==> src/rtl/core/frc_pkg.sv <==
package frc_pkg;

  localparam logic [7:0]  SyncFirst   = 8'hEF;
  localparam logic [7:0]  SyncSecond  = 8'h01;
  localparam logic [15:0] AddrBytes   = 16'd4;
  localparam logic [15:0] MinLength   = 16'd3;
  localparam logic [15:0] DataIndex   = 16'd2;
  localparam logic [15:0] SumBytes    = 16'd2;

  localparam logic [7:0]  ResetIdent  = 8'd7;
  localparam logic [15:0] ResetMaxLen = 16'd91;

  localparam int unsigned AddrWidth   = 3;

  typedef enum logic {
    REG_REPLY_IDENT = 1'b0,
    REG_MAX_LENGTH  = 1'b1
  } reg_idx_e;

  typedef enum logic [3:0] {
    PH_HUNT0   = 4'd0,
    PH_HUNT1   = 4'd1,
    PH_ADDR    = 4'd2,
    PH_IDENT   = 4'd3,
    PH_LENHI   = 4'd4,
    PH_LENLO   = 4'd5,
    PH_PAYLOAD = 4'd6,
    PH_SUMHI   = 4'd7,
    PH_SUMLO   = 4'd8
  } phase_e;

  typedef enum logic [2:0] {
    STATUS_OK        = 3'd0,
    STATUS_CONFIRM   = 3'd1,
    STATUS_SUM_BAD   = 3'd2,
    STATUS_IDENT_BAD = 3'd3,
    STATUS_LEN_BAD   = 3'd4
  } status_e;

  typedef struct packed {
    logic [7:0]  reply_ident;
    logic [15:0] max_length;
  } cfg_t;

endpackage

==> src/rtl/core/frc_if.sv <==
interface frc_in_if;
  logic       valid;
  logic       ready;
  logic [7:0] rx_byte;
  logic       restart;

  modport source (output valid, output rx_byte, output restart, input ready);
  modport sink   (input valid, input rx_byte, input restart, output ready);
endinterface

interface frc_out_if;
  logic        valid;
  logic        ready;
  logic [2:0]  frame_status;
  logic [7:0]  confirm_code;
  logic [7:0]  data_byte;
  logic [15:0] frame_length;

  modport source (output valid, output frame_status, output confirm_code,
                  output data_byte, output frame_length, input ready);
  modport sink   (input valid, input frame_status, input confirm_code,
                  input data_byte, input frame_length, output ready);
endinterface

==> src/rtl/core/frc_cfg_regs.sv <==
module frc_cfg_regs (
  input  logic                                clk_i,
  input  logic                                rst_ni,
  input  logic                                psel,
  input  logic                                penable,
  input  logic                                pwrite,
  input  logic [frc_pkg::AddrWidth-1:0]       paddr,
  input  logic [31:0]                         pwdata,
  output logic [31:0]                         prdata,
  output logic                                pready,
  output frc_pkg::cfg_t                       cfg_o
);

  frc_pkg::cfg_t      cfg_q, cfg_d;
  frc_pkg::reg_idx_e  reg_idx;
  logic               wr_en;

  assign reg_idx = frc_pkg::reg_idx_e'(paddr[2]);
  assign wr_en   = psel && penable && pwrite;
  assign pready  = 1'b1;

  always_comb begin
    cfg_d = cfg_q;
    if (wr_en) begin
      case (reg_idx)
        frc_pkg::REG_REPLY_IDENT: cfg_d.reply_ident = pwdata[7:0];
        frc_pkg::REG_MAX_LENGTH:  cfg_d.max_length  = pwdata[15:0];
        default: cfg_d = cfg_q;
      endcase
    end
  end

  always_comb begin
    case (reg_idx)
      frc_pkg::REG_REPLY_IDENT: prdata = {24'b0, cfg_q.reply_ident};
      frc_pkg::REG_MAX_LENGTH:  prdata = {16'b0, cfg_q.max_length};
      default:                  prdata = '0;
    endcase
  end

  always_ff @(posedge clk_i or negedge rst_ni) begin
    if (!rst_ni) begin
      cfg_q.reply_ident <= frc_pkg::ResetIdent;
      cfg_q.max_length  <= frc_pkg::ResetMaxLen;
    end else begin
      cfg_q <= cfg_d;
    end
  end

  assign cfg_o = cfg_q;

endmodule

==> src/rtl/core/frc_parser.sv <==
module frc_parser (
  input  logic          clk_i,
  input  logic          rst_ni,
  input  frc_pkg::cfg_t cfg_i,
  frc_in_if.sink        rx_i,
  frc_out_if.source     res_o
);

  frc_pkg::phase_e  phase_q, phase_d, cur_phase;
  logic [15:0]      count_q, count_d, cur_count, count_inc;
  logic [15:0]      len_q, len_d, cur_len, len_full;
  logic [15:0]      sum_q, sum_d, cur_sum, sum_add;
  logic [7:0]       conf_q, conf_d, cur_conf;
  logic [7:0]       data_q, data_d, cur_data;
  logic [7:0]       sumhi_q, sumhi_d, cur_sumhi;
  logic [7:0]       b;
  logic             accept, len_bad, ident_bad, sum_good;

  logic             emit;
  frc_pkg::status_e st;
  logic [7:0]       r_conf, r_data;
  logic [15:0]      r_len;

  logic             out_valid_q, out_valid_d;
  frc_pkg::status_e out_status_q;
  logic [7:0]       out_conf_q, out_data_q;
  logic [15:0]      out_len_q;

  assign b         = rx_i.rx_byte;
  assign rx_i.ready = !out_valid_q || res_o.ready;
  assign accept    = rx_i.valid && rx_i.ready;

  // restart drops the partial frame before the byte is examined
  assign cur_phase = rx_i.restart ? frc_pkg::PH_HUNT0 : phase_q;
  assign cur_count = rx_i.restart ? '0 : count_q;
  assign cur_len   = rx_i.restart ? '0 : len_q;
  assign cur_sum   = rx_i.restart ? '0 : sum_q;
  assign cur_conf  = rx_i.restart ? '0 : conf_q;
  assign cur_data  = rx_i.restart ? '0 : data_q;
  assign cur_sumhi = rx_i.restart ? '0 : sumhi_q;

  assign count_inc = cur_count + 16'd1;
  assign sum_add   = cur_sum + {8'b0, b};
  assign len_full  = {cur_len[15:8], b};
  assign len_bad   = (len_full < frc_pkg::MinLength) || (len_full > cfg_i.max_length);
  assign ident_bad = b != cfg_i.reply_ident;
  assign sum_good  = (cur_sumhi == cur_sum[15:8]) && (b == cur_sum[7:0]);

  always_comb begin
    case (cur_phase)
      frc_pkg::PH_HUNT0: phase_d = (b == frc_pkg::SyncFirst) ? frc_pkg::PH_HUNT1
                                                            : frc_pkg::PH_HUNT0;
      frc_pkg::PH_HUNT1: begin
        if (b == frc_pkg::SyncSecond) begin
          phase_d = frc_pkg::PH_ADDR;
        end else if (b != frc_pkg::SyncFirst) begin
          phase_d = frc_pkg::PH_HUNT0;
        end else begin
          phase_d = frc_pkg::PH_HUNT1;
        end
      end
      frc_pkg::PH_ADDR:    phase_d = (count_inc >= frc_pkg::AddrBytes) ? frc_pkg::PH_IDENT
                                                                      : frc_pkg::PH_ADDR;
      frc_pkg::PH_IDENT:   phase_d = ident_bad ? frc_pkg::PH_HUNT0 : frc_pkg::PH_LENHI;
      frc_pkg::PH_LENHI:   phase_d = frc_pkg::PH_LENLO;
      frc_pkg::PH_LENLO:   phase_d = len_bad ? frc_pkg::PH_HUNT0 : frc_pkg::PH_PAYLOAD;
      frc_pkg::PH_PAYLOAD: phase_d = (count_inc >= cur_len - frc_pkg::SumBytes)
                                     ? frc_pkg::PH_SUMHI : frc_pkg::PH_PAYLOAD;
      frc_pkg::PH_SUMHI:   phase_d = frc_pkg::PH_SUMLO;
      frc_pkg::PH_SUMLO:   phase_d = frc_pkg::PH_HUNT0;
      default:             phase_d = frc_pkg::PH_HUNT0;
    endcase
  end

  always_comb begin
    logic clear;
    clear   = 1'b0;
    count_d = cur_count;
    len_d   = cur_len;
    sum_d   = cur_sum;
    conf_d  = cur_conf;
    data_d  = cur_data;
    sumhi_d = cur_sumhi;
    emit    = 1'b0;
    st      = frc_pkg::STATUS_OK;
    r_conf  = '0;
    r_data  = '0;
    r_len   = '0;
    case (cur_phase)
      frc_pkg::PH_HUNT0: ;
      frc_pkg::PH_HUNT1: begin
        if (b == frc_pkg::SyncSecond) count_d = '0;
      end
      frc_pkg::PH_ADDR: count_d = count_inc;
      frc_pkg::PH_IDENT: begin
        if (ident_bad) begin
          emit  = 1'b1;
          st    = frc_pkg::STATUS_IDENT_BAD;
          clear = 1'b1;
        end else begin
          sum_d = {8'b0, b};
        end
      end
      frc_pkg::PH_LENHI: begin
        len_d = {b, 8'h00};
        sum_d = sum_add;
      end
      frc_pkg::PH_LENLO: begin
        len_d = len_full;
        sum_d = sum_add;
        if (len_bad) begin
          emit  = 1'b1;
          st    = frc_pkg::STATUS_LEN_BAD;
          r_len = len_full;
          clear = 1'b1;
        end else begin
          count_d = '0;
        end
      end
      frc_pkg::PH_PAYLOAD: begin
        if (cur_count == '0) conf_d = b;
        if (cur_count == frc_pkg::DataIndex) data_d = b;
        sum_d   = sum_add;
        count_d = count_inc;
      end
      frc_pkg::PH_SUMHI: begin
        if (cur_count == frc_pkg::DataIndex) data_d = b;
        sumhi_d = b;
        count_d = count_inc;
      end
      frc_pkg::PH_SUMLO: begin
        emit   = 1'b1;
        st     = !sum_good ? frc_pkg::STATUS_SUM_BAD
               : (cur_conf != '0) ? frc_pkg::STATUS_CONFIRM : frc_pkg::STATUS_OK;
        r_conf = cur_conf;
        r_data = (cur_len > frc_pkg::MinLength) ? cur_data : '0;
        r_len  = cur_len;
        clear  = 1'b1;
      end
      default: clear = 1'b1;
    endcase
    if (clear) begin
      count_d = '0;
      len_d   = '0;
      sum_d   = '0;
      conf_d  = '0;
      data_d  = '0;
      sumhi_d = '0;
    end
  end

  always_comb begin
    out_valid_d = out_valid_q;
    if (accept && emit) begin
      out_valid_d = 1'b1;
    end else if (res_o.ready) begin
      out_valid_d = 1'b0;
    end
  end

  always_ff @(posedge clk_i or negedge rst_ni) begin
    if (!rst_ni) begin
      phase_q     <= frc_pkg::PH_HUNT0;
      count_q     <= '0;
      len_q       <= '0;
      sum_q       <= '0;
      conf_q      <= '0;
      data_q      <= '0;
      sumhi_q     <= '0;
      out_valid_q <= 1'b0;
    end else begin
      out_valid_q <= out_valid_d;
      if (accept) begin
        phase_q <= phase_d;
        count_q <= count_d;
        len_q   <= len_d;
        sum_q   <= sum_d;
        conf_q  <= conf_d;
        data_q  <= data_d;
        sumhi_q <= sumhi_d;
      end
    end
  end

  always_ff @(posedge clk_i) begin
    if (accept && emit) begin
      out_status_q <= st;
      out_conf_q   <= r_conf;
      out_data_q   <= r_data;
      out_len_q    <= r_len;
    end
  end

  assign res_o.valid        = out_valid_q;
  assign res_o.frame_status = out_status_q;
  assign res_o.confirm_code = out_conf_q;
  assign res_o.data_byte    = out_data_q;
  assign res_o.frame_length = out_len_q;

  a_stall_only_when_full: assert property (@(posedge clk_i) disable iff (!rst_ni)
    !rx_i.ready |-> out_valid_q)
    else $error("input stalled with empty result register");

  a_confirm_status: assert property (@(posedge clk_i) disable iff (!rst_ni)
    out_valid_q && (out_status_q == frc_pkg::STATUS_CONFIRM) |-> out_conf_q != '0)
    else $error("confirm status with zero confirm code");

  a_data_needs_length: assert property (@(posedge clk_i) disable iff (!rst_ni)
    out_valid_q && (out_data_q != '0) |-> out_len_q > frc_pkg::MinLength)
    else $error("data byte reported for short frame");

  a_hunt_after_result: assert property (@(posedge clk_i) disable iff (!rst_ni)
    accept && emit |=> phase_q == frc_pkg::PH_HUNT0)
    else $error("frame state not cleared after result");

endmodule

==> src/rtl/core/fingerprint_reply_frame_checker_unit.sv <==
// Channel   Dir  Handshake      Payload
// byte_in   in   valid/ready    rx_byte[7:0], restart
// result    out  valid/ready    frame_status[2:0], confirm_code[7:0],
//                               data_byte[7:0], frame_length[15:0]
// apb       in   psel/penable   paddr[2:0], pwdata[31:0], prdata[31:0], pready
//
// One byte per cycle unless a full result register stalls byte_in; a frame result is
// registered as its last byte is accepted. Frame state updates on each accepted byte.
// Reset clears the frame state and the result valid, and loads the register defaults.
// byte_in is taken whenever the result register is empty or is being drained.
module fingerprint_reply_frame_checker_unit (
  input  logic                          clk_i,
  input  logic                          rst_ni,
  frc_in_if.sink                        byte_in_i,
  frc_out_if.source                     result_o,
  input  logic                          psel,
  input  logic                          penable,
  input  logic                          pwrite,
  input  logic [frc_pkg::AddrWidth-1:0] paddr,
  input  logic [31:0]                   pwdata,
  output logic [31:0]                   prdata,
  output logic                          pready
);

  frc_pkg::cfg_t cfg;

  frc_cfg_regs u_cfg_regs (
    .clk_i   (clk_i),
    .rst_ni  (rst_ni),
    .psel    (psel),
    .penable (penable),
    .pwrite  (pwrite),
    .paddr   (paddr),
    .pwdata  (pwdata),
    .prdata  (prdata),
    .pready  (pready),
    .cfg_o   (cfg)
  );

  frc_parser u_parser (
    .clk_i  (clk_i),
    .rst_ni (rst_ni),
    .cfg_i  (cfg),
    .rx_i   (byte_in_i),
    .res_o  (result_o)
  );

endmodule

==> src/flat_wrapper.sv <==
// flat-port wrapper written by rule: the top's interface ports become plain ports
module fingerprint_reply_frame_checker_unit_flat 
  (clk_i, rst_ni, psel, penable, pwrite, paddr, pwdata, prdata, pready, byte_in_i_valid, byte_in_i_rx_byte, byte_in_i_restart, byte_in_i_ready, result_o_valid, result_o_frame_status, result_o_confirm_code, result_o_data_byte, result_o_frame_length, result_o_ready);
  frc_in_if byte_in_i_i ();
  frc_out_if result_o_i ();
  input  logic clk_i;
  input  logic rst_ni;
  input  logic psel;
  input  logic penable;
  input  logic pwrite;
  input  logic [frc_pkg::AddrWidth-1:0] paddr;
  input  logic [31:0] pwdata;
  output logic [31:0] prdata;
  output logic pready;
  input wire logic [$bits(byte_in_i_i.valid)-1:0] byte_in_i_valid;
  input wire logic [$bits(byte_in_i_i.rx_byte)-1:0] byte_in_i_rx_byte;
  input wire logic [$bits(byte_in_i_i.restart)-1:0] byte_in_i_restart;
  output wire logic [$bits(byte_in_i_i.ready)-1:0] byte_in_i_ready;
  output wire logic [$bits(result_o_i.valid)-1:0] result_o_valid;
  output wire logic [$bits(result_o_i.frame_status)-1:0] result_o_frame_status;
  output wire logic [$bits(result_o_i.confirm_code)-1:0] result_o_confirm_code;
  output wire logic [$bits(result_o_i.data_byte)-1:0] result_o_data_byte;
  output wire logic [$bits(result_o_i.frame_length)-1:0] result_o_frame_length;
  input wire logic [$bits(result_o_i.ready)-1:0] result_o_ready;
  assign byte_in_i_i.valid = byte_in_i_valid;
  assign byte_in_i_i.rx_byte = byte_in_i_rx_byte;
  assign byte_in_i_i.restart = byte_in_i_restart;
  assign byte_in_i_ready = byte_in_i_i.ready;
  assign result_o_valid = result_o_i.valid;
  assign result_o_frame_status = result_o_i.frame_status;
  assign result_o_confirm_code = result_o_i.confirm_code;
  assign result_o_data_byte = result_o_i.data_byte;
  assign result_o_frame_length = result_o_i.frame_length;
  assign result_o_i.ready = result_o_ready;
  fingerprint_reply_frame_checker_unit u_core (.clk_i(clk_i), .rst_ni(rst_ni), .byte_in_i(byte_in_i_i), .result_o(result_o_i), .psel(psel), .penable(penable), .pwrite(pwrite), .paddr(paddr), .pwdata(pwdata), .prdata(prdata), .pready(pready));
endmodule
==> config.mk <==
export PLATFORM = sky130hd
export DESIGN_NAME = fingerprint_reply_frame_checker_unit_flat
export DESIGN_NICKNAME = d
export VERILOG_FILES = /design/src/rtl/core/frc_pkg.sv /design/src/rtl/core/frc_if.sv /design/src/rtl/core/frc_cfg_regs.sv /design/src/rtl/core/frc_parser.sv /design/src/rtl/core/fingerprint_reply_frame_checker_unit.sv /design/src/flat_wrapper.sv
export SDC_FILE = /design/constraint.sdc
export NUM_CORES = 1
export LEC_CHECK = 0
export ABC_CLOCK_PERIOD_IN_PS = 4800
export BUFFER_PORTS_ARGS = -buffer_cell sky130_fd_sc_hd__clkbuf_2
export CORE_ASPECT_RATIO = 0.75
export CORE_MARGIN = 2
export CORE_UTILIZATION = 30
export CTS_CLUSTER_SIZE = 10
export DETAILED_ROUTE_END_ITERATION = 8
export GPL_TIMING_DRIVEN = 0
export SLEW_MARGIN = 5
export SYNTH_ARGS = -nofsm -noshare
export SYNTH_HDL_FRONTEND = slang
export SYNTH_HIERARCHICAL = 1
export SYNTH_SLANG_ARGS = --single-unit
==> constraint.sdc <==
create_clock -name clk_i -period 4.8 [get_ports clk_i]
set_input_delay 0.48 -clock clk_i [delete_from_list [all_inputs] [get_ports clk_i]]
set_output_delay 0.48 -clock clk_i [all_outputs]
set_load 0.03 [all_outputs]
# After elaboration in Yosys (flattened, before gate mapping)
# Cells that the tools add are included.
# word_totals
regBits,136
inputBits,51
output_inout_bits,70
word_cells,103
# op_classes
addsub,3
order_cmp,5
n_eq_ne,15
mux,46
bitwise_logic,1
reduce_logical,19
# op_table
operator,count
$mux W16,10
$pmux W16 S2,3
$mux W8,11
$pmux W32 S2,1
$pmux W16 S3,1
$pmux W4 S8,1
$add A16 B1 Y16 const B,1
$add A16 B8 Y16,1
$eq A16 B2 Y1 const B,1
$eq A4 B3 Y1 const B,4
$eq A8 B8 Y1,2
$ge A16 B16 Y1,1
$ge A16 B3 Y1 const B,1
$gt A16 B16 Y1,1
$gt A16 B2 Y1 const B,1
$logic_not A16 Y1,1
$lt A16 B2 Y1 const B,1
$sub A16 B2 Y16 const B,1
$mux W1,9
$mux W3,3
$pmux W3 S3,1
$eq A4 B2 Y1 const B,2
$eq A8 B1 Y1 const B,1
$eq A8 B8 Y1 const B,1
18 further kinds,29

# Logic depth before layout (Yosys ltp)
# Gate-level depths: netlist of run 1.
# depth
ltp_word,7
mapped_depth,20
ltp_nobuf,15

# Modules after synthesis
# Netlist of run 1, hierarchy kept.
# modules_own_cells
module,instances,cells_each,area_per_inst_um2,seq_area_each_um2
frc_parser,1,722,7176.9,2977.9
frc_cfg_regs,1,88,1262.5,610.6

# Least setup slack after synthesis of run 1
# OpenSTA, ideal clock, no wires.
# synth_timing
path_kind,in2reg
from,input byte_in_i_restart
to,"register u_core.u_parser.out_conf_q[0], in the netlist u_core/u_parser/res_o.confirm_code[0], enable pin"
setup_time_ns,0.439
t_arrival_ns,4.689
required_ns,4.361
slack_ns,-0.328
cell_stages,15
n_path_buf,4
cell_sequence,buf_4 -> clkbuf_1 -> buf_2 -> inv_1 -> clkbuf_1 -> nand2_1 -> inv_1 -> ha_1 -> a21oi_1 -> maj3_1 -> o221ai_1 -> a21o_1 -> a21o_1 -> a21oi_1 -> a21oi_1
# synth_between
elab_chain_len,6
word_cells_on_any_way,11
classes_between,order compare: 2; eq/ne: 3; mux: 4; reduce/logical: 2
# synth_rtl
element,line,rtl
from (decl),flat_wrapper.sv:17,input wire logic [$bits(byte_in_i_i.restart)-1:0] byte_in_i_restart;
$mux W16,frc_parser.sv:36,assign cur_len = rx_i.restart ? '0 : len_q;
$lt A16 B2 Y1 or $gt A16 B16 Y1 (tied branches),frc_parser.sv:45,assign len_bad = (len_full < frc_pkg::MinLength) || (len_full > cfg_i.max_length);
$logic_or A1 B1 Y1,frc_parser.sv:45,
$mux W1,frc_parser.sv:111,if (len_bad) begin
$pmux W1 S3 *,frc_parser.sv:89,case (cur_phase)
$logic_and A1 B1 Y1 *,frc_parser.sv:186,if (accept && emit) begin
to (signal assigned),frc_parser.sv:188,out_conf_q <= r_conf;
to (decl),frc_parser.sv:26,"logic [7:0] out_conf_q, out_data_q;"
# Every way passes the cells marked *; elsewhere a longest branch is shown, timed or not.
# A chain may end at the register's enable or synchronous reset.

# Worst setup path after layout of run 1
# layout_timing
from,input byte_in_i_restart
to,register u_core.u_parser.phase_q[0]
# layout_between
elab_chain_len,5
word_cells_on_any_way,18
classes_between,add/sub: 2; order compare: 2; eq/ne: 7; mux: 6; reduce/logical: 1
# layout_rtl
element,line,rtl
$mux W16 (on tied branches),"frc_parser.sv:35, frc_parser.sv:36",
$add A16 B1 Y16 or $sub A16 B2 Y16 (tied branches),"frc_parser.sv:42, frc_parser.sv:67",
$ge A16 B16 Y1 or $ge A16 B3 Y1 (tied branches),"frc_parser.sv:67, frc_parser.sv:62",
$mux W1 (on tied branches),"frc_parser.sv:68, frc_parser.sv:62",
$pmux W4 S8 *,frc_parser.sv:50,case (cur_phase)
to (signal assigned),frc_parser.sv:163,phase_q <= frc_pkg::PH_HUNT0;
to (signal assigned),frc_parser.sv:174,phase_q <= phase_d;
to (decl),frc_parser.sv:9,"frc_pkg::phase_e phase_q, phase_d, cur_phase;"
# Marked as above.

==> results.md, run 1 <==
* Actual slew at the worst max-slew pin at 0.929 ns
* Net count reported at finish at 1024
* Clock-pin slew of the registers on the worst-case setup and hold paths at 0.07 ns
* Final clock skew at 0.0128 ns
* Mapped Area at between 8000 and 9000 um^2
* CP max FO at 17
* Fin util at 0.361
* Vias per cell at 5.29
* Final hold viol count at 0
* Worst hold path class: input pin to async pin
* Post-Synth XOR/XNOR Area at 0.0374
* Post-Syn Area per Cell at 10.4 um^2
* GRT overflow at 0
* Crit path launch type: input pin
* Fin cells at 1298
* Initial Utilization at 0.303
* Power per Cell Area at 304 nW/um^2
* Critical path arrival at 4.79 ns
* Yosys reg bits at 136
* Worst VDD drop at between 200 and 300 uV
* Post-synth EDFFs at 35
* Clock group share of total power at 0.444
* Fmax at 224 MHz
* Max_cap viols at 0
* Largest net degree at the start of global routing at between 100 and 150
* Leading area contributor after synthesis: dfrtp_1
* Die height at 149 um
* CTS tree: yes
* # setup viols final at 0
* DRC at 0
* Tmin final at 4.46 ns
* Async SR Flop Fraction at 0.743
* Initial DRT Pass Iterations at 6
* TritonCTS Buffers at 17
* Simple-Gate Fraction of Synth Area at 0.167
* Starting DRT DRC Count at 736
* Register Area at 3590 um^2
* Post-layout instance area at 10000 um^2
* WL/cell at 18.6 um
* CTS Hold Bufs at 0
* Syn-to-layout area delta at 19.1%
* Post-synth top cells: dfrtp_1, a22o_1, ha_1, nor2_1, nand2_1
* Clock sink total at 136
* Status: completed
* Die area at 29500 um^2
* Internal power at 2.19 mW
* CORE AREA at 27900 um^2
* Yosys warns at 6
* Fillcell total at 2844
* First-pass GRT wire length at 38200 um
* Seq/Total Area, Yosys at 0.425
* Worst-skew pair later-pin latency at 0.44 ns
* Root buf cell: clkbuf_16
* Netlist cell types at 81
* Area share of the largest cell type after synthesis at 0.276
* Clk buf depth at 2
* Total GRT Usage at 0.170
* Comb power frac at 0.137
* Main synth FF type: dfrtp_1
* # IOs at 121
* Mapped Cells at 810
* Setup CP Type: input pin to register
* Initial antenna violation count at 0
* Dpl cells at 1267
* Max_slew headroom at 0.376
* Unrepaired setup endpoints after global routing: false
* DP HPWL at 17500 um
* Worst Setup End Kind: register
* Main combinational cell family by area after synthesis: compound AO/OA/AOI/OAI gates
* Compound-Gate Fraction of Synth Area at 0.198
* Die Wd at 198 um
* Count leader, synth: dfrtp_1
* CP required at 5.13 ns
* Routability congestion estimate at 0.901
* DRT antenna net count at 0
* CTS H-tree depth at 4
* Vias at 6860
* Number of global-route vias before repair at 6441
* Ranking of synthesized cells by area: dfrtp_1, edfxtp_1, a22o_1
* Total Routed Length at 24200 um
* Tcrit/Tclk final at 0.930
* Rows at 53
* Net Sw Frac at 0.284
* Sequential power share at 0.418
* N_diodes at 0
* Multi-input logic area at 4460 um^2
* Multiplexer share of the synthesized area at 0.0471
* R2r worst-path depth at 12
* Dpl cell area at 9430 um^2
* Synth Area in Adders at 0.0688
* Net Switching at between 800 and 900 uW
* Pleak at 4.52 nW
* Port Buffer Count at 83
* Share of layout cells above drive strength 1 at 0.233
* Final Slew Violations at 0
## what timing repair did
action | 4_1_cts | 5_1_grt
endpoints found under the setup margin | 24 | 24
pin swaps | 0 | 0
gates resized for setup | 2 | 6
buffers inserted | 0 | 0
cloned | 0 | 0
## power by group through the flow
stage	clock network, mW	registers (mW)	logic [mW]
6_report	1.36	1.28	0.420
5_1_grt	1.44	1.29	0.456
4_1_cts	1.39	1.28	0.421
3_5_place_dp	0	1.30	0.419
3_3_place_gp	0	1.30	0.412
2_1_floorplan	0	1.29	0.292
## metrics by stage
step	TNS [ns]	worst slack [ns]	power, mW	hold slack (ns)
floorplan	0	0.307	1.58	0.184
global placement	-52.90	-1.48	1.71	0.466
detailed placement	-27.36	-1.44	1.72	0.472
CTS	0	0.0390	3.09	0.106
global route	0	0.0323	3.18	0.115
finish	0	0.337	3.06	0.0685
## cells by family (layout without fill, tap and decap cells)
logic type / after synthesis / count (layout)
and+or+nand+nor: 249 / 249
AOI/OAI and AO/OA: 218 / 218
DFF: 136 / 136
buffers and inverters: 91 / 207
adders and majority gates: 46 / 46
xor gates and xnor gates: 36 / 36
muxes: 32 / 32
other: 2 / 17
## state kept, by name (all words and copies together) (netlist names)
register and count:
u_core/u_parser/sumhi_q 8, u_core/u_parser/count_q 16, u_core/u_parser/data_q 8, u_core/u_parser/phase_q 4, u_core/u_parser/res_o.data_byte 8, u_core/u_parser/res_o.frame_length 16, u_core/u_cfg_regs/cfg_o 24, u_core/u_parser/sum_q 16
u_core/u_parser/res_o.confirm_code 8, u_core/u_parser/conf_q 8, u_core/u_parser/len_q 16, u_core/u_parser/res_o.valid 1, u_core/u_parser/res_o.frame_status 3
## routing by layer
layer | part of all wire | GRT usage | routed length [um]
met4 | 0.012 | 0.0406 | 280
met5 | 0 | 0 | 0
met3 | 0.069 | 0.0391 | 1660
met2 | 0.42 | 0.238 | 10100
met1 | 0.50 | 0.260 | 12200
## critical path, cell delays in order
cell,delay [ns]
buf_4,0.19
buf_2,0.25
clkbuf_2,0.29
clkbuf_4,0.31
nor2b_2,0.26
ha_1,0.29
nand4_1,0.23
or2_2,0.40
or3_1,0.35
a21oi_1,0.32
ha_1,0.32
nand3_1,0.13
a21oi_1,0.07
a2111oi_2,0.35
a2111oi_0,0.16
a2111o_1,0.37
## cell usage in the layout (no fill, tap or decap), drive strengths merged, types with 17 or more instances in the layout
| cell | Yosys | final |
|---|---|---|
| and2 | 32 | 32 |
| nor2 | 44 | 44 |
| edfxtp | 35 | 35 |
| conb | 2 | 17 |
| dfrtp | 93 | 93 |
| a22o | 63 | 63 |
| clkbuf | 18 | 118 |
| inv | 35 | 40 |
| xnor2 | 21 | 21 |
| mux2 | 32 | 32 |
| o21ai | 27 | 27 |
| buf | 38 | 40 |
| nor2b | 26 | 26 |
| ha | 44 | 44 |
| a21oi | 33 | 33 |
| a21o | 17 | 17 |
| nand2 | 42 | 42 |
## path summary, 6_finish.rpt
check	from	end	slack (ns)
min in group clk_i	pwdata[10]	u_core/u_cfg_regs/cfg_o[10]	0.27
max	byte_in_i_restart	u_core/u_parser/phase_q[0]	0.34
max reg2reg	u_core/u_parser/count_q[0]	u_core/u_parser/phase_q[0]	0.90
min	rst_ni	u_core/u_parser/count_q[7]	0.07
min reg2reg	u_core/u_parser/sum_q[5]	u_core/u_parser/sum_q[5]	0.48
max in group asynchronous	rst_ni	u_core/u_parser/sum_q[5]	4.26
## layout make-up
class / count / area share
Tap cell: 357 / 0.0445
Sequential cell: 136 / 0.357
Inverter: 35 / 0.0131
Buffer: 55 / 0.0335
Clock inverter: 14 / 0.0162
Clock buffer: 18 / 0.0437
Multi-Input combinational cell: 598 / 0.444
Timing Repair Buffer: 85 / 0.0477
(Power assumes the default switching activity.)
==> inputs of run 2 (changes only) <==
CELL_PAD_IN_SITES_DETAIL_PLACEMENT = 1   (was not set)
CELL_PAD_IN_SITES_GLOBAL_PLACEMENT = 1   (was not set)
PLACE_DENSITY_LB_ADDON = 0.1   (was not set)
SLEW_MARGIN = 20   (was 5)
==> run 2 against run 1 <==
Net effect: sequential cell count did not move; wire length rose by 12%; global-route usage rose by 2.4 points; core utilization rose by 0.081 points; via count fell by 0.95%; final area rose by 0.22%; critical path depth did not move; combinational power rose by 2%; register-to-register slack got worse by 0.14 ns.
==> results.md, run 2 (same netlist as run 1, synthesis figures left out) <==
* Status: completed
* Worst hold endpoint: u_core/u_cfg_regs/cfg_o[14]
* Max_slew headroom at 0.311
* Worst reg2reg setup slack at 0.76 ns
* Die Wd at 198 um
* Clock-pin slew of the registers on the worst-case setup and hold paths at 0.06 ns
* Actual slew at the worst max-slew pin at 1.03 ns
* Final clock skew at 0.00871 ns
* R2r worst-path depth at 12
* Fmax at approximately 220 MHz
* CP max stage cell: or2_2
* Most common cell after layout, fill and taps aside: dfrtp_1
* Max reg flops at 24
* Fillcell total at 3149
* Total GRT Usage at 0.194
* Final hold viol count at 0
* Max_cap viols at 0
* Syn-to-layout area delta at 19.3%
* Critical R2R Capture: u_core/u_parser/phase_q[0]
* Total Routed Length at 27000 um
* Tcrit/Tclk final at 0.938
* Comb power frac at 0.139
* Setup ws final at 0.299 ns
* Clk buf depth at 2
* Worst VDD drop at 234 uV
* Initial DRT Pass Iterations at 5
* CTS tree: yes
* N_diodes at 0
* Worst reg2reg startpoint: u_core/u_parser/count_q[0]
* Root buf cell: clkbuf_16
* Worst-skew pair later-pin latency at between 0.4 and 0.5 ns
* Initial Utilization at 0.303
* Vias per cell at 5.23
* Share of layout cells above drive strength 1 at 0.232
* Worst Setup End Kind: register
* Hold path cells at 2
* DP HPWL at 20000 um
* First-pass GRT wire length at 42400 um
* Setup CP Type: input pin to register
* Crit path launch type: input pin
* Rows at 53
* Number of global-route vias before repair at between 6k and 7k
* WL/cell at 20.8 um
* GRT overflow at 0
* Vias at 6795
* CTS H-tree depth at 4
* Clock group share of total power at 0.445
* Internal power at 2.22 mW
* # setup viols final at 0
* Unrepaired setup endpoints after global routing: false
* Net count reported at finish at roughly 1.0k
* Die area at between 20000 and 30000 um^2
* CP cell instances: buf_4, buf_2, clkbuf_4, clkbuf_4, nor2b_2, ha_1, nand4_1, or2_2, or3_1, a21oi_2, ha_1, nand3_1, a21oi_1, a2111oi_1, a2111oi_0, a2111o_1
* TritonCTS Buffers at 17
* Register Area at 3590 um^2
* # IOs at 121
* Net Sw Frac at 0.278
* CP max FO at 17
* Most frequent cells in the layout: dfrtp_1, clkbuf_2, a22o_1, ha_1
* Die height at 149 um
* Routability congestion estimate at 0.845
* Fin util at 0.362
* Multi-input logic area at approximately 4500 um^2
* Hold Startpoint: pwdata[14]
* CORE AREA at 27900 um^2
* CP required at ~5.1 ns
* Pleak at 4.53 nW
* DRT antenna net count at 0
* Hold WS at 0.258 ns
* CP peak stage delay at 0.43 ns
* Worst slack, placed at -1.73 ns
* Critical path arrival at 4.83 ns
* DRC at 0
* Port Buffer Count at 83
* Worst hold path class: input pin to register
* Initial antenna violation count at 0
* Starting DRT DRC Count at 532
* Largest net degree at the start of global routing at 64
* Tmin final at 4.50 ns
* Net Switching at 855 uW
* Total power at between 3 and 4 mW
* Power per Cell Area at around 300 nW/um^2
* Clock sink total at around 140
* Setup TNS Final at 0 ns
* Final Slew Violations at 0
* Sequential power share at 0.416
==> run 2: cell count changes in the layout (fill, tap and decap cells not counted), sizes merged <==
cell / delta
buf: +1
bufinv: +1
clkbuf: -1
clkinv: +3
dlygate4sd3: +1
inv: -3
==> run 2: timing repair <==
item | in CTS | in global routing
gates resized for setup | 5 | 5
endpoints found under the setup margin | 51 | 1
pin swaps | 0 | 1
endpoints found under the hold margin | 38 | 0
setup buffers | 0 | 1
hold buffers | 1 | 0
==> run 2: worst max-delay path: cells and delay by family <==
kind	cells	cell delay, ns
AOI/OAI and AO/OA	5	1.29
adders and majority gates	2	0.61
buffers and inverters	4	0.97
and+or+nand+nor	5	1.46
==> run 2: through the flow <==
stage | instance area [um^2] | std cells
4_1_cts | 10100 | 1299
6_report | 10100 | 1300
2_1_floorplan | 8500 | 825
5_1_grt | 10100 | 1300
3_5_place_dp | 9430 | 1267
3_3_place_gp | 9360 | 1265
==> run 2: worst max path at each step <==
stage	from	to	cells after the start
after CTS	byte_in_i_restart	u_core/u_parser/phase_q[0]	16
final	byte_in_i_restart	u_core/u_parser/phase_q[0]	16
after global placement	byte_in_i_restart	u_core/u_parser/phase_q[0]	20
after detailed placement	byte_in_i_restart	u_core/u_parser/phase_q[0]	20
after floorplan	byte_in_i_restart	u_core/u_parser/phase_q[0]	20
after global routing	byte_in_i_restart	u_core/u_parser/phase_q[0]	16
==> run 2: final cells by class <==
type                            count  share of cell area
Buffer                             55              0.0337
Clock buffer                       17              0.0422
Clock inverter                     15              0.0176
Sequential cell                   136               0.356
Tap cell                          357              0.0444
Inverter                           35              0.0130
Multi-Input combinational cell    598               0.443
Timing Repair Buffer               87              0.0493
==> run 2: routing by layer <==
layer	share of wire	global-route usage	vias to the layer above
met5	0	0	-
met4	0.013	0.0583	0
met3	0.033	0.0384	22
met2	0.42	0.274	122
met1	0.53	0.294	3431
li1	-	-	3220
==> run 2: power by group through the flow <==
stage | Combinational (mW) | Sequential, mW | Clock (mW)
final | 0.427 | 1.28 | 1.37
after global placement | 0.423 | 1.30 | 0
after detailed placement | 0.429 | 1.30 | 0
after CTS | 0.431 | 1.28 | 1.41
after floorplan | 0.292 | 1.29 | 0
after global routing | 0.467 | 1.29 | 1.45
